$ cat src/b64d_pkg.sv
// Shared types, codes and the character decode function of the base64url stream decoder.
`default_nettype none
package b64d_pkg;

   localparam int unsigned QueueDepthDefault = 4;

   typedef enum logic [1:0] {
      STATUS_OK        = 2'd0,
      STATUS_BAD_LENGTH = 2'd1,
      STATUS_BAD_CHAR  = 2'd2
   } status_type;

   // One input beat.
   typedef struct packed {
      logic [7:0] symbol;
      logic       has_symbol;
      logic       end_of_message;
   } req_type;

   // One result beat.
   typedef struct packed {
      logic [7:0] data_byte;
      logic       byte_valid;
      logic [1:0] status;
      logic       last;
   } rsp_type;

   // Work handed from the front to the back: one to three results of one item.
   // Bytes sit left aligned in the word, the first result in the top byte.
   typedef struct packed {
      logic [23:0] word;
      logic [1:0]  count;
      logic        has_bytes;
      status_type  status;
      logic        last;
   } job_type;

   typedef struct packed {
      logic       ok;
      logic [5:0] value;
   } sextet_type;

   localparam logic [7:0] CharUpperA = 8'h41;
   localparam logic [7:0] CharUpperZ = 8'h5A;
   localparam logic [7:0] CharLowerA = 8'h61;
   localparam logic [7:0] CharLowerZ = 8'h7A;
   localparam logic [7:0] CharDigit0 = 8'h30;
   localparam logic [7:0] CharDigit9 = 8'h39;
   localparam logic [7:0] CharDash   = 8'h2D;
   localparam logic [7:0] CharUnder  = 8'h5F;

   localparam logic [5:0] LowerBase = 6'h1A;
   localparam logic [5:0] DigitBase = 6'h34;
   localparam logic [5:0] DashValue = 6'h3E;
   localparam logic [5:0] UnderValue = 6'h3F;

   // Maps a character of the URL-safe alphabet to its 6-bit value.
   function automatic sextet_type sextet_of(input logic [7:0] ch);
      sextet_type r;
      logic [7:0] d;
      r = '{ok: 1'b0, value: 6'd0};
      d = 8'd0;
      if (ch >= CharUpperA && ch <= CharUpperZ) begin
         d = ch - CharUpperA;
         r = '{ok: 1'b1, value: d[5:0]};
      end else if (ch >= CharLowerA && ch <= CharLowerZ) begin
         d = ch - CharLowerA;
         r = '{ok: 1'b1, value: LowerBase + d[5:0]};
      end else if (ch >= CharDigit0 && ch <= CharDigit9) begin
         d = ch - CharDigit0;
         r = '{ok: 1'b1, value: DigitBase + d[5:0]};
      end else if (ch == CharDash) begin
         r = '{ok: 1'b1, value: DashValue};
      end else if (ch == CharUnder) begin
         r = '{ok: 1'b1, value: UnderValue};
      end
      return r;
   endfunction

endpackage
`default_nettype wire

$ cat src/b64d_front.sv
// Front end: accepts characters, tracks the group state and builds result jobs.
`default_nettype none
module b64d_front (
   input  wire logic              clock,
   input  wire logic              reset,
   input  wire logic              req_valid,
   output logic                   req_ready,
   input  wire b64d_pkg::req_type req_data,
   output logic                   push,
   output b64d_pkg::job_type      push_job,
   input  wire logic              queue_full
);
   import b64d_pkg::*;

   logic [17:0] acc_ff, acc_in;
   logic [1:0]  pos_ff, pos_in;
   logic        err_ff, err_in;

   sextet_type  dec;
   logic        accept;
   logic        use_sym;
   logic        good;
   logic        group_done;
   job_type     job;

   assign req_ready = !queue_full;
   assign accept    = req_valid && req_ready;

   always_comb begin
      dec        = sextet_of(req_data.symbol);
      use_sym    = req_data.has_symbol && !err_ff;
      good       = use_sym && dec.ok;
      group_done = good && (pos_ff == 2'd3);
      err_in     = err_ff || (use_sym && !dec.ok);
      acc_in     = acc_ff;
      pos_in     = pos_ff;
      if (group_done) begin
         acc_in = 18'd0;
         pos_in = 2'd0;
      end else if (good) begin
         acc_in = {acc_ff[11:0], dec.value};
         pos_in = pos_ff + 2'd1;
      end
   end

   // The job for this item; an item that only adds to the group makes none.
   always_comb begin
      job = '{word: 24'd0, count: 2'd1, has_bytes: 1'b0, status: STATUS_OK, last: 1'b1};
      if (group_done) begin
         job.word      = {acc_ff, dec.value};
         job.count     = 2'd3;
         job.has_bytes = 1'b1;
         job.last      = req_data.end_of_message;
      end else if (err_in) begin
         job.status = STATUS_BAD_CHAR;
      end else begin
         case (pos_in)
            2'd1: begin
               job.status = STATUS_BAD_LENGTH;
            end
            2'd2: begin
               job.word      = {acc_in[11:4], 16'd0};
               job.has_bytes = 1'b1;
            end
            2'd3: begin
               job.word      = {acc_in[17:2], 8'd0};
               job.count     = 2'd2;
               job.has_bytes = 1'b1;
            end
            default: begin
               job.status = STATUS_OK;
            end
         endcase
      end
   end

   assign push     = accept && (group_done || req_data.end_of_message);
   assign push_job = job;

   always_ff @(posedge clock) begin
      if (reset) begin
         acc_ff <= 18'd0;
         pos_ff <= 2'd0;
         err_ff <= 1'b0;
      end else if (accept) begin
         if (req_data.end_of_message) begin
            acc_ff <= 18'd0;
            pos_ff <= 2'd0;
            err_ff <= 1'b0;
         end else begin
            acc_ff <= acc_in;
            pos_ff <= pos_in;
            err_ff <= err_in;
         end
      end
   end

endmodule
`default_nettype wire

$ cat src/b64d_queue.sv
// Small first-in first-out queue of jobs between the front and the back.
`default_nettype none
module b64d_queue #(
   parameter int unsigned DEPTH = b64d_pkg::QueueDepthDefault
) (
   input  wire logic              clock,
   input  wire logic              reset,
   input  wire logic              push,
   input  wire b64d_pkg::job_type push_job,
   output logic                   full,
   input  wire logic              pop,
   output b64d_pkg::job_type      head_job,
   output logic                   empty
);
   import b64d_pkg::*;

   localparam int unsigned PtrWidth = (DEPTH > 1) ? $clog2(DEPTH) : 1;
   localparam int unsigned CntWidth = $clog2(DEPTH + 1);
   localparam logic [PtrWidth-1:0] LastPtr = PtrWidth'(DEPTH - 1);
   localparam logic [CntWidth-1:0] FullCount = CntWidth'(DEPTH);

   job_type               slot_ff [DEPTH];
   logic [PtrWidth-1:0]   wr_ptr_ff, wr_ptr_in;
   logic [PtrWidth-1:0]   rd_ptr_ff, rd_ptr_in;
   logic [CntWidth-1:0]   count_ff, count_in;
   logic                  do_push;
   logic                  do_pop;

   assign full     = (count_ff == FullCount);
   assign empty    = (count_ff == '0);
   assign do_push  = push && !full;
   assign do_pop   = pop && !empty;
   assign head_job = slot_ff[rd_ptr_ff];

   always_comb begin
      wr_ptr_in = wr_ptr_ff;
      rd_ptr_in = rd_ptr_ff;
      count_in  = count_ff;
      if (do_push) begin
         wr_ptr_in = (wr_ptr_ff == LastPtr) ? '0 : wr_ptr_ff + 1'b1;
      end
      if (do_pop) begin
         rd_ptr_in = (rd_ptr_ff == LastPtr) ? '0 : rd_ptr_ff + 1'b1;
      end
      if (do_push && !do_pop) begin
         count_in = count_ff + 1'b1;
      end else if (do_pop && !do_push) begin
         count_in = count_ff - 1'b1;
      end
   end

   always_ff @(posedge clock) begin
      if (do_push) begin
         slot_ff[wr_ptr_ff] <= push_job;
      end
   end

   always_ff @(posedge clock) begin
      if (reset) begin
         wr_ptr_ff <= '0;
         rd_ptr_ff <= '0;
         count_ff  <= '0;
      end else begin
         wr_ptr_ff <= wr_ptr_in;
         rd_ptr_ff <= rd_ptr_in;
         count_ff  <= count_in;
      end
   end

endmodule
`default_nettype wire

$ cat src/b64d_back.sv
// Back end: unrolls each job into result beats through an output register.
`default_nettype none
module b64d_back (
   input  wire logic              clock,
   input  wire logic              reset,
   input  wire b64d_pkg::job_type head_job,
   input  wire logic              queue_empty,
   output logic                   pop,
   output logic                   rsp_valid,
   input  wire logic              rsp_ready,
   output b64d_pkg::rsp_type      rsp_data
);
   import b64d_pkg::*;

   logic [1:0] idx_ff, idx_in;
   logic       valid_ff, valid_in;
   rsp_type    out_ff, out_in;
   logic       load;
   logic       final_beat;
   logic [7:0] sel_byte;

   assign load       = !queue_empty && (!valid_ff || rsp_ready);
   assign final_beat = (idx_ff == head_job.count - 2'd1);
   assign pop        = load && final_beat;

   always_comb begin
      case (idx_ff)
         2'd0:    sel_byte = head_job.word[23:16];
         2'd1:    sel_byte = head_job.word[15:8];
         default: sel_byte = head_job.word[7:0];
      endcase
      out_in.data_byte  = sel_byte;
      out_in.byte_valid = head_job.has_bytes;
      out_in.status     = final_beat ? head_job.status : STATUS_OK;
      out_in.last       = final_beat && head_job.last;

      idx_in   = idx_ff;
      valid_in = valid_ff;
      if (load) begin
         idx_in   = final_beat ? 2'd0 : idx_ff + 2'd1;
         valid_in = 1'b1;
      end else if (rsp_ready) begin
         valid_in = 1'b0;
      end
   end

   always_ff @(posedge clock) begin
      if (load) begin
         out_ff <= out_in;
      end
   end

   always_ff @(posedge clock) begin
      if (reset) begin
         idx_ff   <= 2'd0;
         valid_ff <= 1'b0;
      end else begin
         idx_ff   <= idx_in;
         valid_ff <= valid_in;
      end
   end

   assign rsp_valid = valid_ff;
   assign rsp_data  = out_ff;

endmodule
`default_nettype wire

$ cat src/base64url_stream_decoder.sv
// Top level of the unpadded base64url stream decoder.
//
//   channel  direction  handshake              payload
//   req      in         req_valid / req_ready  b64d_pkg::req_type (one character or end mark)
//   rsp      out        rsp_valid / rsp_ready  b64d_pkg::rsp_type (one byte or status)
//
// The front takes one beat per cycle while the job queue has room; decode and group
// tracking finish in that cycle. The back emits one result beat per cycle while rsp_ready
// allows, from the queue through its output register; a full group gives three beats.
// Reset clears the group state, the queue and the output valid flag, not the output data.
// A stalled output fills the queue, and only then is req_ready dropped.
`default_nettype none
module base64url_stream_decoder #(
   parameter int unsigned QUEUE_DEPTH = b64d_pkg::QueueDepthDefault
) (
   input  wire logic              clock,
   input  wire logic              reset,
   input  wire logic              req_valid,
   output logic                   req_ready,
   input  wire b64d_pkg::req_type req_data,
   output logic                   rsp_valid,
   input  wire logic              rsp_ready,
   output b64d_pkg::rsp_type      rsp_data
);
   import b64d_pkg::*;

   logic    push;
   job_type push_job;
   logic    queue_full;
   logic    pop;
   job_type head_job;
   logic    queue_empty;

   b64d_front u_front (
      .clock      (clock),
      .reset      (reset),
      .req_valid  (req_valid),
      .req_ready  (req_ready),
      .req_data   (req_data),
      .push       (push),
      .push_job   (push_job),
      .queue_full (queue_full)
   );

   b64d_queue #(
      .DEPTH (QUEUE_DEPTH)
   ) u_queue (
      .clock    (clock),
      .reset    (reset),
      .push     (push),
      .push_job (push_job),
      .full     (queue_full),
      .pop      (pop),
      .head_job (head_job),
      .empty    (queue_empty)
   );

   b64d_back u_back (
      .clock       (clock),
      .reset       (reset),
      .head_job    (head_job),
      .queue_empty (queue_empty),
      .pop         (pop),
      .rsp_valid   (rsp_valid),
      .rsp_ready   (rsp_ready),
      .rsp_data    (rsp_data)
   );

endmodule
`default_nettype wire

$ cat config.mk
export PLATFORM = sky130hd
export DESIGN_NAME = base64url_stream_decoder
export DESIGN_NICKNAME = d
export VERILOG_FILES = /design/src/b64d_pkg.sv /design/src/b64d_front.sv /design/src/b64d_queue.sv /design/src/b64d_back.sv /design/src/base64url_stream_decoder.sv
export SDC_FILE = /design/constraint.sdc
export NUM_CORES = 1
export LEC_CHECK = 0
export ABC_AREA = 1
export ABC_CLOCK_PERIOD_IN_PS = 4490
export BUFFER_PORTS_ARGS = -buffer_cell sky130_fd_sc_hd__buf_2
export CORE_UTILIZATION = 60
export DETAILED_ROUTE_END_ITERATION = 10
export HOLD_SLACK_MARGIN = 0.03
export PLACE_DENSITY = 0.78
export SLEW_MARGIN = 20
export SYNTH_ARGS = -nofsm -noshare
export SYNTH_HDL_FRONTEND = slang
export SYNTH_HIERARCHICAL = 1
export SYNTH_SLANG_ARGS = --single-unit
$ cat constraint.sdc
create_clock -name clock -period 4.49 [get_ports clock]
set_input_delay 0.898 -clock clock [delete_from_list [all_inputs] [get_ports clock]]
set_output_delay 0.898 -clock clock [all_outputs]
set_load 0.01 [all_outputs]
After elaboration in Yosys (flattened, before gate mapping)
Memories as Yosys holds them, arrays and structs flattened. A register that Yosys moved wholly into a read port is not among the register bits. Cells that the tools add are included. W data, S select, Z words.

Register bits after elaboration: 43. RAM bits: 120. Output and inout port bits: 14. Memories kept: 1.

Add/sub/neg operators: 12. Order comparisons: 6. Eq/ne operators: 11. Muxes and demuxes: 33. Reduce and logical (&&, ||, !) cells: 33.

Memories: u_queue.slot_ff (words 4, width 30, rd ports 1, clocked after memory_dff 1, write ports 1, RTL line b64d_queue.sv:22) `job_type slot_ff [DEPTH];`.

Operator list (number): $mux W18 (3); $mux W27 (2); $pmux W24 S2 (1); $mux W7 (5); $mux W2 (11); $ge A8 B7 Y1 const B (2); $le A8 B7 Y1 const B (2); $logic_and A1 B1 Y1 (16); $pmux W8 S2 (1); $sub A6 B6 Y6 const B (2); $eq A2 B2 Y1 const B (5); $add A2 B1 Y2 const B (4); $eq A8 B6 Y1 const B (1); $eq A8 B7 Y1 const B (1); $ge A8 B6 Y1 const B (1); $le A8 B6 Y1 const B (1); $mux W1 (8); $logic_not A1 Y1 (7); $add A5 B6 Y6 const A (1); $add A6 B6 Y6 const A (1); $mux W3 (2); $sub A6 B1 Y6 const B (1); $eq A2 B1 Y1 const B (2); $reduce_bool A2 Y1 (2); other kinds (11) (13).

Logic depth before layout (Yosys ltp)
Gate-level depths: netlist of the first run.

Depth in word-level cells: 15. Gate-level depth with buffers: 24. Gate-level depth less buffers: 23.

Modules after synthesis
The synthesis of the first run kept the hierarchy.

Modules (own cells, without submodules): b64d_queue (times used 1, cells an instance 362, area each 5008.6 sq um, seq. area each 3783.6 sq um); b64d_front (times used 1, cells an instance 388, area each 2168.3 sq um, seq. area each 420.4 sq um); b64d_back (times used 1, cells an instance 81, area each 808.3 sq um, seq. area each 420.4 sq um).

Least setup slack after synthesis of the first run
OpenSTA, ideal clock, no wires.

Kind: input to register. Start point: in req_data[3] (netlist bit). End point: mem u_queue/slot_ff[3][0] (netlist bit), enable pin. Setup time: 0.417 ns. Arrival: 3.775 ns. Data required time: 4.073 ns. Setup slack: 0.298 ns. Stages on the path: 15. Path buffers: 1. Path through: inv_1 > ha_1 > inv_1 > nand2_1 > nand2_1 > a21oi_4 > nor2_2 > nand3_4 > nand2_2 > inv_2 > nand2_2 > buf_2 > a21oi_1 > nand2_2 > nor2_1.

Longest elaborated chain between the ends: 13. Elaborated cells between the ends (all ways): 23.

Ends and longest elaborated chain: from (decl) (RTL line base64url_stream_decoder.sv:20) `input wire b64d_pkg::req_type req_data,`; parallel branches: the longest is 5 deep, another holds $ge A8 B6 Y1; $mux W7 * (RTL line b64d_pkg.sv:63) `if (ch >= CharUpperA && ch <= CharUpperZ) begin`; $logic_and A1 B1 Y1 * (RTL line b64d_front.sv:32) `good = use_sym && dec.ok;`; $logic_and A1 B1 Y1 * (RTL line b64d_front.sv:33) `group_done = good && (pos_ff == 2'd3);`; $logic_or A1 B1 Y1 * (RTL line b64d_front.sv:77) `assign push = accept && (group_done || req_data.end_of_message);`; $logic_and A1 B1 Y1 * (RTL line b64d_front.sv:77); via push (RTL line base64url_stream_decoder.sv:27) `logic push;`; $logic_and A1 B1 Y1 * (RTL line b64d_queue.sv:31) `assign do_push = push && !full;`; $mux W1 * (RTL line b64d_queue.sv:53) `if (do_push) begin`; $mux W1 (not written as such) * (RTL line b64d_queue.sv:54) `slot_ff[wr_ptr_ff] <= push_job;`; to (decl) (RTL line b64d_queue.sv:22).

Mark *: on every way through the listed nets, which the timed path passes.

Worst setup path in the final report of the first run
Start point: in req_data[4] (netlist bit). End point: reg u_queue.count_ff[2].

Longest elaborated chain between the ends: 14. Elaborated cells between the ends (all ways): 26.

Ends and longest elaborated chain: parallel branches: the longest is 5 deep, another holds $ge A8 B6 Y1; $mux W7 * (RTL line b64d_pkg.sv:63); $logic_and A1 B1 Y1 * (RTL line b64d_front.sv:32); $logic_and A1 B1 Y1 * (RTL line b64d_front.sv:33); $logic_or A1 B1 Y1 * (RTL line b64d_front.sv:77); $logic_and A1 B1 Y1 * (RTL line b64d_front.sv:77); via push (RTL line base64url_stream_decoder.sv:27); $logic_and A1 B1 Y1 * (RTL line b64d_queue.sv:31); via u_queue.do_push (RTL line b64d_queue.sv:26) `logic do_push;`; $logic_not A1 Y1 (RTL line b64d_queue.sv:47) `end else if (do_pop && !do_push) begin`; $logic_and A1 B1 Y1 (RTL line b64d_queue.sv:47); $reduce_bool A2 Y1 (no line); to (signal assigned) (RTL line b64d_queue.sv:66) `count_ff <= count_in;`; to (decl) (RTL line b64d_queue.sv:25) `logic [CntWidth-1:0] count_ff, count_in;`.

Marked as above. A chain may end at the register's enable or synchronous reset.

==> results of run 1 <==
logic make-up (layout without fill, tap and decap cells):
| kind of cell | after synthesis | in the layout | share of synthesized area (%) |
|---|---|---|---|
| AND/OR/NAND/NOR | 393 | 393 | 21.59 |
| adder cells (fa/ha/maj) | 18 | 18 | 2.914 |
| AO/OA/AOI/OAI | 148 | 148 | 10.51 |
| XOR/XNOR | 6 | 6 | 0.6581 |
| flip-flops | 165 | 165 | 57.91 |
| buffers and inverters | 101 | 136 | 6.409 |
power by group through the flow:
stage / combinational, mW / clock, mW / sequential (mW)
final: 1.35 / 1.41 / 1.95
after global routing: 1.49 / 1.49 / 1.96
after detailed placement: 1.33 / 0 / 1.98
after floorplan: 1.03 / 0 / 1.98
after CTS: 1.34 / 1.42 / 1.95
after global placement: 1.28 / 0 / 1.97
synthesized netlist by cell type, drive strengths merged:
cell    number
a211oi       1
a21boi       1
a21oi       32
a22oi        9
buf         30
clkbuf       6
clkinv       1
dfxtp       33
edfxtp     132
fa           1
ha          17
inv         64
nand2      224
nand3       37
nand3b       3
nand4       19
nor2       108
nor3         2
o21ai       72
o21bai       2
o22ai       30
o31ai        1
xnor2        1
xor2         5
worst paths after layout:
path,from,endpoint,slack [ns],depth (start not counted)
worst max-delay path,req_data[4],u_queue/count_ff[2],1.00,23
worst min-delay path,u_front/acc_ff[15],u_front/acc_ff[15],0.49,2
worst max register to register,flip-flop,u_queue/count_ff[1],1.63,15
worst min register to register,u_front/acc_ff[15],u_front/acc_ff[15],0.49,2
metrics by stage:
stage | instance area (um2) | hold WS [ns] | instances
5_1_grt | 8757 | 0.5101 | 1038
4_1_cts | 8757 | 0.4883 | 1038
3_3_place_gp | 8177 | 0.4723 | 1006
2_1_floorplan | 7985 | 0.4529 | 831
6_report | 8757 | 0.4860 | 1038
3_5_place_dp | 8177 | 0.4778 | 1006
worst max-delay path: cells and delay by family:
kind                     cells  cell delay (ns)
buffers and inverters        7             0.67
AND/OR/NAND/NOR             12             1.20
adder cells (fa/ha/maj)      3             0.79
AO/OA/AOI/OAI                1             0.25
flip-flops by register name, summed over array words and instances (netlist names), named ones only:
register and cells:
u_queue/slot_ff 120, u_queue/rd_ptr_ff 2, u_queue/count_ff 3, u_front/err_ff 1, u_back/rsp_valid 1, u_queue/wr_ptr_ff 2, u_back/rsp_data 12, u_back/idx_ff 2
u_front/acc_ff 18, u_front/pos_ff 2
area by class of cell:
class	count	area share [%]
Sequential cell	165	52.82
Multi-Input combinational cell	565	32.65
Clock buffer	17	4.858
Inverter	65	2.872
Timing Repair Buffer	39	2.572
Tap cell	172	2.457
Clock inverter	15	1.772
per-layer routing:
metal / global-route usage, % / vias to the layer above / routed length, um
li1: - / 2883 / -
met1: 37.88 / 2871 / 7555
met2: 44.71 / 284 / 8775
met3: 4.377 / 23 / 1388
met4: 9.253 / 0 / 271
met5: 0 / - / 0
==> summary.md, run 1 <==
| Metric | Value |
|---|---|
| Rows | about 40 |
| I/O Buffers | 27 |
| Drt total wl | 17990 um |
| Boundary pin count | 28 |
| Worst path max stage delay | 0.38 ns |
| P_sw | 1.597 mW |
| Final worst path period share | 77.62% |
| Req. time, crit path | 4.81 ns |
| CTS root buf | clkbuf_16 |
| Flop pwr share | between 40% and 50% |
| Vias | roughly 6100 |
| Core Area | 12770 um2 |
| Clk sinks | 165 |
| Footprint of the multi-input gates | 2859 um2 |
| Initial antenna violation count | 0 |
| Dpl ws | 0.6188 ns |
| # DRC | 0 |
| Clk_lat worst skew | 0.42 ns |
| Setup-failing EPs final | 0 |
| CTS max path bufs | 2 |
| Sw frac | 33.92% |
| Slowest CP cell | fa_1 |
| Clock share of power | 30.0% |
| DR WL/cell | roughly 17 um |
| Comb power frac | 28.7% |
| Vias per Instance | approximately 6 |
| Top cell type's share of synthesized area | ~50% |
| Setup crit start kind | input pin |
| Max_cap viols | 0 |
| Cell taking the most area after synthesis | edfxtp_1 |
| Worst path cell trace | buf_2 > inv_1 > ha_1 > nand2_1 > nand2_1 > nand2_1 > nand3_2 > nand3_4 > nand2_2 > inv_2 > nand2_2 > a21oi_1 > nand2_2 > inv_1 > ha_1 > inv_1 > fa_1 > inv_1 > nand2_1 > nand3_1 > nand2_1 > inv_1 > nor2_1 |
| Initial Utilization | 62.51% |
| TNS Setup | 0 ns |
| Largest net degree at the start of global routing | 61 |
| CTS H-tree lvls | 4 |
| RSZ-0062 raised after global routing | no |
| Routed Antenna Nets | 0 |
| Synth Instances | 831 |
| Fmax | 286.9 MHz |
| P&R area growth vs syn | 9.668% |
| Share of layout cells above drive strength 1 | 13.16% |
| Status | finished, final reports clean |
| Final WS setup | 1.005 ns |
| Hold Crit Class | flip-flop to flip-flop |
| Synth top area cells | edfxtp_1 50%, nand2_1 9.7%, dfxtp_1 8.3% |
| Syn. warnings | 6 |
| Critical path arrival | 3.80 ns |
| Slew @ Worst Pin | 0.6473 ns |
| Total track usage | 27.56% |
| Sequential area share after synthesis | roughly 58% |
| Post-CTS Repair Setup Buffers | 0 |
| Mapped Area | 7985 um2 |
| Clk_skew | ~0.011 ns |
| Peak VDD IR | 0.0002415 V |
| Fill count | 937 |
| Global placer's final weighted congestion | 0.9006 |
| Rel. slew slack | a little under three fifths |
| First DRT Iteration DRCs | 637 |
| Hold buffer count at cts | 0 |
| Post-cts repair resize count | 0 |
| Syn_area_per_cell | ~9.6 um2 |
| CTS Buf Count | 17 |
| Max-slew violation count | 0 |
| PwrDens | 537.7 nW/um2 |
| First-pass GRT wire length | a little under 30000 um |
| Most frequent cells in the layout | 207 x nand2_1, 132 x edfxtp_1, 97 x nor2_1 |
| Final Util | 68.56% |
| Chip Height | around 120 um |
| Register area | approximately 4600 um2 |
| Internal | 3.111 mW |
| CP Class | input pin to flip-flop |
| Initial DRT Pass Iterations | 5 |
| Post-Syn Nets | 863 |
| Pleak | 3.470 nW |
| Leading cell type in the layout, fill and taps excluded | nand2_1 |
| Die ar. | 13770 um2 |
| Clock-pin slew on the worst setup and hold paths | 0.06 ns |
| Critical path fanouts, max | 16 |
| CTS tree | done |
| Tmin final | 3.485 ns |
| Dpl hpwl | 11700 um |
| Hold Violations, Final | 0 |
| Diode count | 0 |
| Total gr overflow | 0 |
| Crit. End Element | flip-flop |
| Yosys reg bits | 165 |
| Total Nets Final | between 800 and 900 |
| Chip Width | 117.4 um |
| Power, Total | about 4.7 mW |
| Yosys cell types | 40 |
| Vias in the first global route | ~5800 |
(Power assumes the default switching activity.)
==> inputs of run 2 (changes only) <==
--- a/config.mk
+++ b/config.mk
@@ -6,7 +6,7 @@
 export NUM_CORES = 1
 export LEC_CHECK = 0
 export ABC_AREA = 1
-export ABC_CLOCK_PERIOD_IN_PS = 4490
+export ABC_CLOCK_PERIOD_IN_PS = 3600
 export BUFFER_PORTS_ARGS = -buffer_cell sky130_fd_sc_hd__buf_2
 export CORE_UTILIZATION = 60
 export DETAILED_ROUTE_END_ITERATION = 10
==> constraint.sdc (replaced) <==
create_clock -name clock -period 3.6 [get_ports clock]
set_input_delay 0.72 -clock clock [delete_from_list [all_inputs] [get_ports clock]]
set_output_delay 0.72 -clock clock [all_outputs]
set_load 0.01 [all_outputs]
==> run 2 against run 1 <==
Final area is 0.93% higher. Power is 26% higher. Hold slack barely moved. Clock skew fell by 0.0045 ns. Utilization up 0.64 points. Final cell count grew 0.39%. Worst setup slack worse by 0.55 ns. Sequential share of layout area down 0.49 points. Critical path type unchanged. Critical endpoint unchanged.
==> summary.md, run 2 (synthesis gave the netlist of run 1 again) <==
| Metric | Value |
|---|---|
| Clock-pin slew on the worst setup and hold paths | 0.06 ns |
| Global placer's final weighted congestion | 0.9207 |
| CTS root buf | clkbuf_16 |
| Dpl ws | 0.05750 ns |
| Critical path fanouts, max | 8 |
| Fmax | ~320 MHz |
| Setup-failing EPs final | 0 |
| I/O Buffers | 27 |
| Routed Antenna Nets | 0 |
| CTS H-tree lvls | 4 |
| FF-to-FF setup slack | 0.66 ns |
| Slew @ Worst Pin | slightly above 0.7 ns |
| Final worst path period share | 87.49% |
| Fill count | 929 |
| Most flop-heavy register | u_queue/slot_ff |
| # DRC | 0 |
| CTS Buf Count | 17 |
| Drt total wl | around 19000 um |
| Most frequent cells in the layout | 207 x nand2_1, 132 x edfxtp_1, 97 x nor2_1 |
| Pleak | 3.492 nW |
| Rows | 41 |
| Total track usage | about 28% |
| Initial DRT Pass Iterations | 6 |
| Diode count | 0 |
| RSZ-0062 raised after global routing | no |
| Req. time, crit path | 3.92 ns |
| DR WL/cell | 17.79 um |
| Largest net degree at the start of global routing | 61 |
| Vias | 6106 |
| Tmin final | 3.150 ns |
| Worst Setup SP | req_data[4] |
| Worst path cell trace | buf_2 > inv_1 > ha_1 > nand2_1 > nand2_1 > a21oi_4 > nor2_2 > nand3_4 > nand2_2 > inv_2 > nand2_2 > a21oi_1 > nand2_2 > inv_1 > ha_1 > inv_1 > fa_1 > inv_1 > nand2_1 > nand3_1 > nand2_1 > inv_1 > nor2_1 |
| Vias in the first global route | 5857 |
| Boundary pin count | 28 |
| Total Nets Final | 889 |
| Status | finished, final reports clean |
| Chip Width | 117.4 um |
| Hold buffer count at cts | 0 |
| Fin area | 8838 um2 |
| Max-slew violation count | 0 |
| Peak VDD IR | ~0.00037 V |
| Clk_lat worst skew | 0.42 ns |
| Die ar. | 13770 um2 |
| PwrDens | 669.5 nW/um2 |
| Setup crit start kind | input pin |
| Rel. slew slack | 52.11% |
| Largest register FFs | 120 |
| Post-CTS Repair Setup Buffers | 0 |
| Most used cell, CP | inv_1 |
| Slowest CP cell | fa_1 |
| Worst path max stage delay | ~0.38 ns |
| CP Class | input pin to flip-flop |
| Final WS setup | about 0.45 ns |
| Core Area | roughly 13000 um2 |
| Hold Crit Class | flip-flop to flip-flop |
| WP buf/inv | 7 |
| Crit. End Element | flip-flop |
| Worst path top cell family by delay | simple AND/OR/NAND/NOR gates |
| Dpl hpwl | 11810 um |
| CTS max path bufs | 2 |
| Chip Height | 117.4 um |
| Min-delay src | u_front/acc_ff[17] |
| Post-cts repair resize count | 0 |
| Min Hold Slack | 0.4859 ns |
| Initial antenna violation count | 0 |
| P&R area growth vs syn | 10.69% |
| CTS tree | done |
| Initial Utilization | 62.51% |
| Clk sinks | 165 |
| Area after DPL | 8257 um2 |
| Clk_skew | roughly 0.0063 ns |
| Share of layout cells above drive strength 1 | 13.22% |
| Hold Violations, Final | 0 |
| Critical path arrival | 3.47 ns |
| Leading cell type in the layout, fill and taps excluded | nand2_1 |
| First DRT Iteration DRCs | 683 |
| Vias per Instance | 5.860 |
| First-pass GRT wire length | 30050 um |
| Total gr overflow | 0 |
| Max_cap viols | 0 |
## run 2: cell count changes in the layout (fill, tap and decap cells not counted), sizes merged
cell	previous run	this run
clkinv	10	4
clkbuf	17	24
clkinvlp	1	3
inv	67	64
buf	39	43
## run 2: final cells by class
class	instances	area [um2]	share of cell area (%)
Sequential cell	165	4626	52.34
Multi-Input combinational cell	565	2859	32.35
Clock buffer	24	481.7	5.450
Timing Repair Buffer	43	305.3	3.454
Inverter	65	251.5	2.845
Tap cell	172	215.2	2.435
Clock inverter	8	100.1	1.133
## run 2: stage by stage
step                total power, mW  instances  util [%]  setup TNS, ns
floorplan                     3.755        831         -         -49.73
global placement              4.067       1010     64.64              0
detailed placement            4.155       1010     64.64              0
CTS                           5.924       1042     69.19              0
finish                        5.917       1042     69.19              0
global route                  6.200       1042     69.19              0
## run 2: power breakdown
group / leakage [nW] / internal (mW) / switching (mW) / total [mW]
logic: 1.75 / 0.554 / 1.15 / 1.70
clock network: 0.274 / 1.07 / 0.697 / 1.77
registers: 1.47 / 2.32 / 0.125 / 2.44
## run 2: tightest hold or removal path, delay by kind of cell, from the launching register on
family           cells  cell delay (ns)
AO/OA/AOI/OAI        1             0.05
flip-flops           1             0.32
AND/OR/NAND/NOR      1             0.06
## run 2: final timing paths
check                             end  cells past startpoint
setup / recovery  u_queue/count_ff[2]                     23
hold reg to reg    u_front/acc_ff[17]                      2
setup reg to reg  u_queue/count_ff[1]                     14
hold / removal     u_front/acc_ff[17]                      2
## run 2: layer usage
metal / global-route usage [%] / vias to the layer above / routed length, um / share of wire, %
met5: 0 / - / 0 / 0
met2: 44.86 / 276 / 8820 / 48
met1: 38.01 / 2897 / 8057 / 43
met4: 10.39 / 0 / 325 / 1.8
li1: - / 2897 / - / -
met3: 6.518 / 36 / 1337 / 7.2
==> inputs of run 3 (changes only) <==
--- a/config.mk
+++ b/config.mk
@@ -12,6 +12,7 @@
 export DETAILED_ROUTE_END_ITERATION = 10
 export HOLD_SLACK_MARGIN = 0.03
 export PLACE_DENSITY = 0.78
+export RECOVER_POWER = 50
 export SLEW_MARGIN = 20
 export SYNTH_ARGS = -nofsm -noshare
 export SYNTH_HDL_FRONTEND = slang
==> run 3 against run 2 <==
Register-to-register slack worse by 0.30 ns. Utilization down 0.86 points. Global-route usage did not move. Worst setup slack got worse by 0.13 ns. Non-clock buffer count unchanged. First-iteration DRC count down 11%. Critical endpoint is now u_queue/slot_ff[3][18]. Largest power group unchanged.
==> summary.md, run 3 (synthesis gave the netlist of run 1 again) <==
| Metric | Value |
|---|---|
| Worst path max stage delay | 0.49 ns |
| Initial Utilization | a little over three fifths |
| Req. time, crit path | approximately 3.7 ns |
| Hold worst-path end | u_front/acc_ff[17] |
| Total Nets Final | about 900 |
| Clk_lat worst skew | 0.42 ns |
| CP Class | input pin to flip-flop |
| Dpl hpwl | 11810 um |
| CTS tree | done |
| Rows | 41 |
| Non-filler cells in the finished layout | 1042 |
| Initial DRT Pass Iterations | 5 |
| Max_cap viols | 0 |
| CTS max path bufs | 2 |
| Crit. End Element | flip-flop |
| DR WL/cell | 17.90 um |
| Dpl ws | between 0.05 and 0.06 ns |
| Clock-pin slew on the worst setup and hold paths | 0.06 ns |
| First-pass GRT wire length | ~30000 um |
| Max-slew violation count | 0 |
| Critical path fanouts, max | 15 |
| Chip Height | ~120 um |
| Worst path top cell family by delay | buffers and inverters |
| Setup-failing EPs final | 0 |
| Status | finished, final reports clean |
| CTS root buf | clkbuf_16 |
| Clk_skew | 0.008217 ns |
| CTS Buf Count | 17 |
| Slowest CP cell | o21bai_1 |
| Total track usage | between 20% and 30% |
| Hold buffer count at cts | 0 |
| Power, Total | 5.853 mW |
| Setup crit start kind | input pin |
| I/O Buffers | 27 |
| Largest register FFs | 120 |
| Footprint of the multi-input gates | around 2800 um2 |
| Pleak | 3.431 nW |
| Chip Width | 117.4 um |
| Die ar. | 13770 um2 |
| Drt total wl | 18650 um |
| Vias per Instance | 5.865 |
| Final Util | 68.33% |
| Slew @ Worst Pin | roughly 1.3 ns |
| Peak VDD IR | ~0.00037 V |
| RSZ-0062 raised after global routing | no |
| Worst path cell trace | buf_2 > inv_1 > ha_1 > nand2_1 > a21oi_1 > nand2_1 > nand2_2 > nand3_4 > buf_4 > o21bai_1 > inv_1 > nand2_4 > inv_2 > nand2_1 > nand2_1 |
| Fill count | 952 |
| Worst hold stages | 2 |
| First DRT Iteration DRCs | 611 |
| Routed Antenna Nets | 0 |
| Rel. slew slack | 14.25% |
| # DRC | 0 |
| Hold Violations, Final | 0 |
| Vias | approximately 6100 |
| Core Area | 12770 um2 |
| Min-delay src | u_front/acc_ff[17] |
| Total gr overflow | 0 |
| CTS H-tree lvls | 4 |
| Final WS setup | about 0.32 ns |
| Hold Crit Class | flip-flop to flip-flop |
| Post-CTS Repair Setup Buffers | 0 |
| Share of layout cells above drive strength 1 | 9.885% |
| Critical path arrival | 3.42 ns |
| Post-cts repair resize count | 0 |
| Leading cell type in the layout, fill and taps excluded | nand2_1 |
| Clk sinks | 165 |
| Largest net degree at the start of global routing | 61 |
| Vias in the first global route | 5857 |
| Worst r2r dst | u_queue/count_ff[1] |
| Global placer's final weighted congestion | 0.9207 |
| Initial antenna violation count | 0 |
| FF-to-FF setup slack | 0.36 ns |
| Most frequent cells in the layout | 212 x nand2_1, 132 x edfxtp_1, 101 x nor2_1 |
| Most flop-heavy register | u_queue/slot_ff |
| Tmin final | 3.283 ns |
| Final worst path period share | 91.21% |
| FF-to-FF path depth | 14 |
| P&R area growth vs syn | 9.307% |
| WP buf/inv | 5 |
| Placed Cells | 1010 |
| Register area | between 4000 and 5000 um2 |
| Most used cell, CP | nand2_1 |
| Diode count | 0 |
| Fmax | 304.6 MHz |
| PwrDens | 670.5 nW/um2 |
| Boundary pin count | 28 |
## run 3: layout make-up
| type | instances | share of cell area (%) |
|---|---|---|
| clock buffer | 24 | 5.519 |
| clock inverter | 8 | 1.147 |
| inverter | 65 | 2.881 |
| multi-input combinational | 565 | 32.28 |
| sequential | 165 | 53.00 |
| tap | 172 | 2.466 |
| timing repair buffer | 43 | 2.709 |
## run 3: tightest hold or removal path, cell delays in order (launching register included)
cell and delay [ns]:
dfxtp_1 0.32, nand2_1 0.06, a21oi_1 0.05
## run 3: worst max-delay path by stage
stage / startpoint / endpoint / slack, ns / cells past startpoint
global placement: req_data[3] / u_queue/count_ff[2] / 0.18 / 24
finish: req_data[4] / u_queue/slot_ff[3][18] / 0.32 / 15
detailed placement: req_data[4] / u_queue/count_ff[2] / 0.06 / 23
CTS: req_data[4] / u_queue/count_ff[2] / 0.50 / 23
floorplan: req_data[3] / u_queue/slot_ff[3][0] / -0.41 / 15
global route: req_data[3] / u_queue/slot_ff[1][18] / 0.07 / 15
## run 3: report_power, final
| part | total (mW) | switching [mW] | internal, mW | leakage, nW |
|---|---|---|---|---|
| Clock | 1.77 | 0.700 | 1.07 | 0.274 |
| Combinational | 1.63 | 1.12 | 0.509 | 1.69 |
| Sequential | 2.45 | 0.126 | 2.32 | 1.47 |
| Total | 5.85 | 1.95 | 3.90 | 3.43 |
## run 3: through the flow
step	hold WS (ns)	area, um2	TNS, ns
after global routing	0.5048	8728	0
after CTS	0.4853	8838	0
after global placement	0.4668	8257	0
after floorplan	0.4529	7985	-49.73
final	0.4873	8728	0
after detailed placement	0.4711	8257	0
## run 3: metal layers
metal | share of wire (%) | up-vias | GRT usage [%]
met3 | 7.1 | 36 | 6.518
met4 | 1.9 | 0 | 10.39
li1 | - | 2893 | -
met5 | 0 | - | 0
met2 | 48 | 274 | 44.86
met1 | 43 | 2908 | 38.01
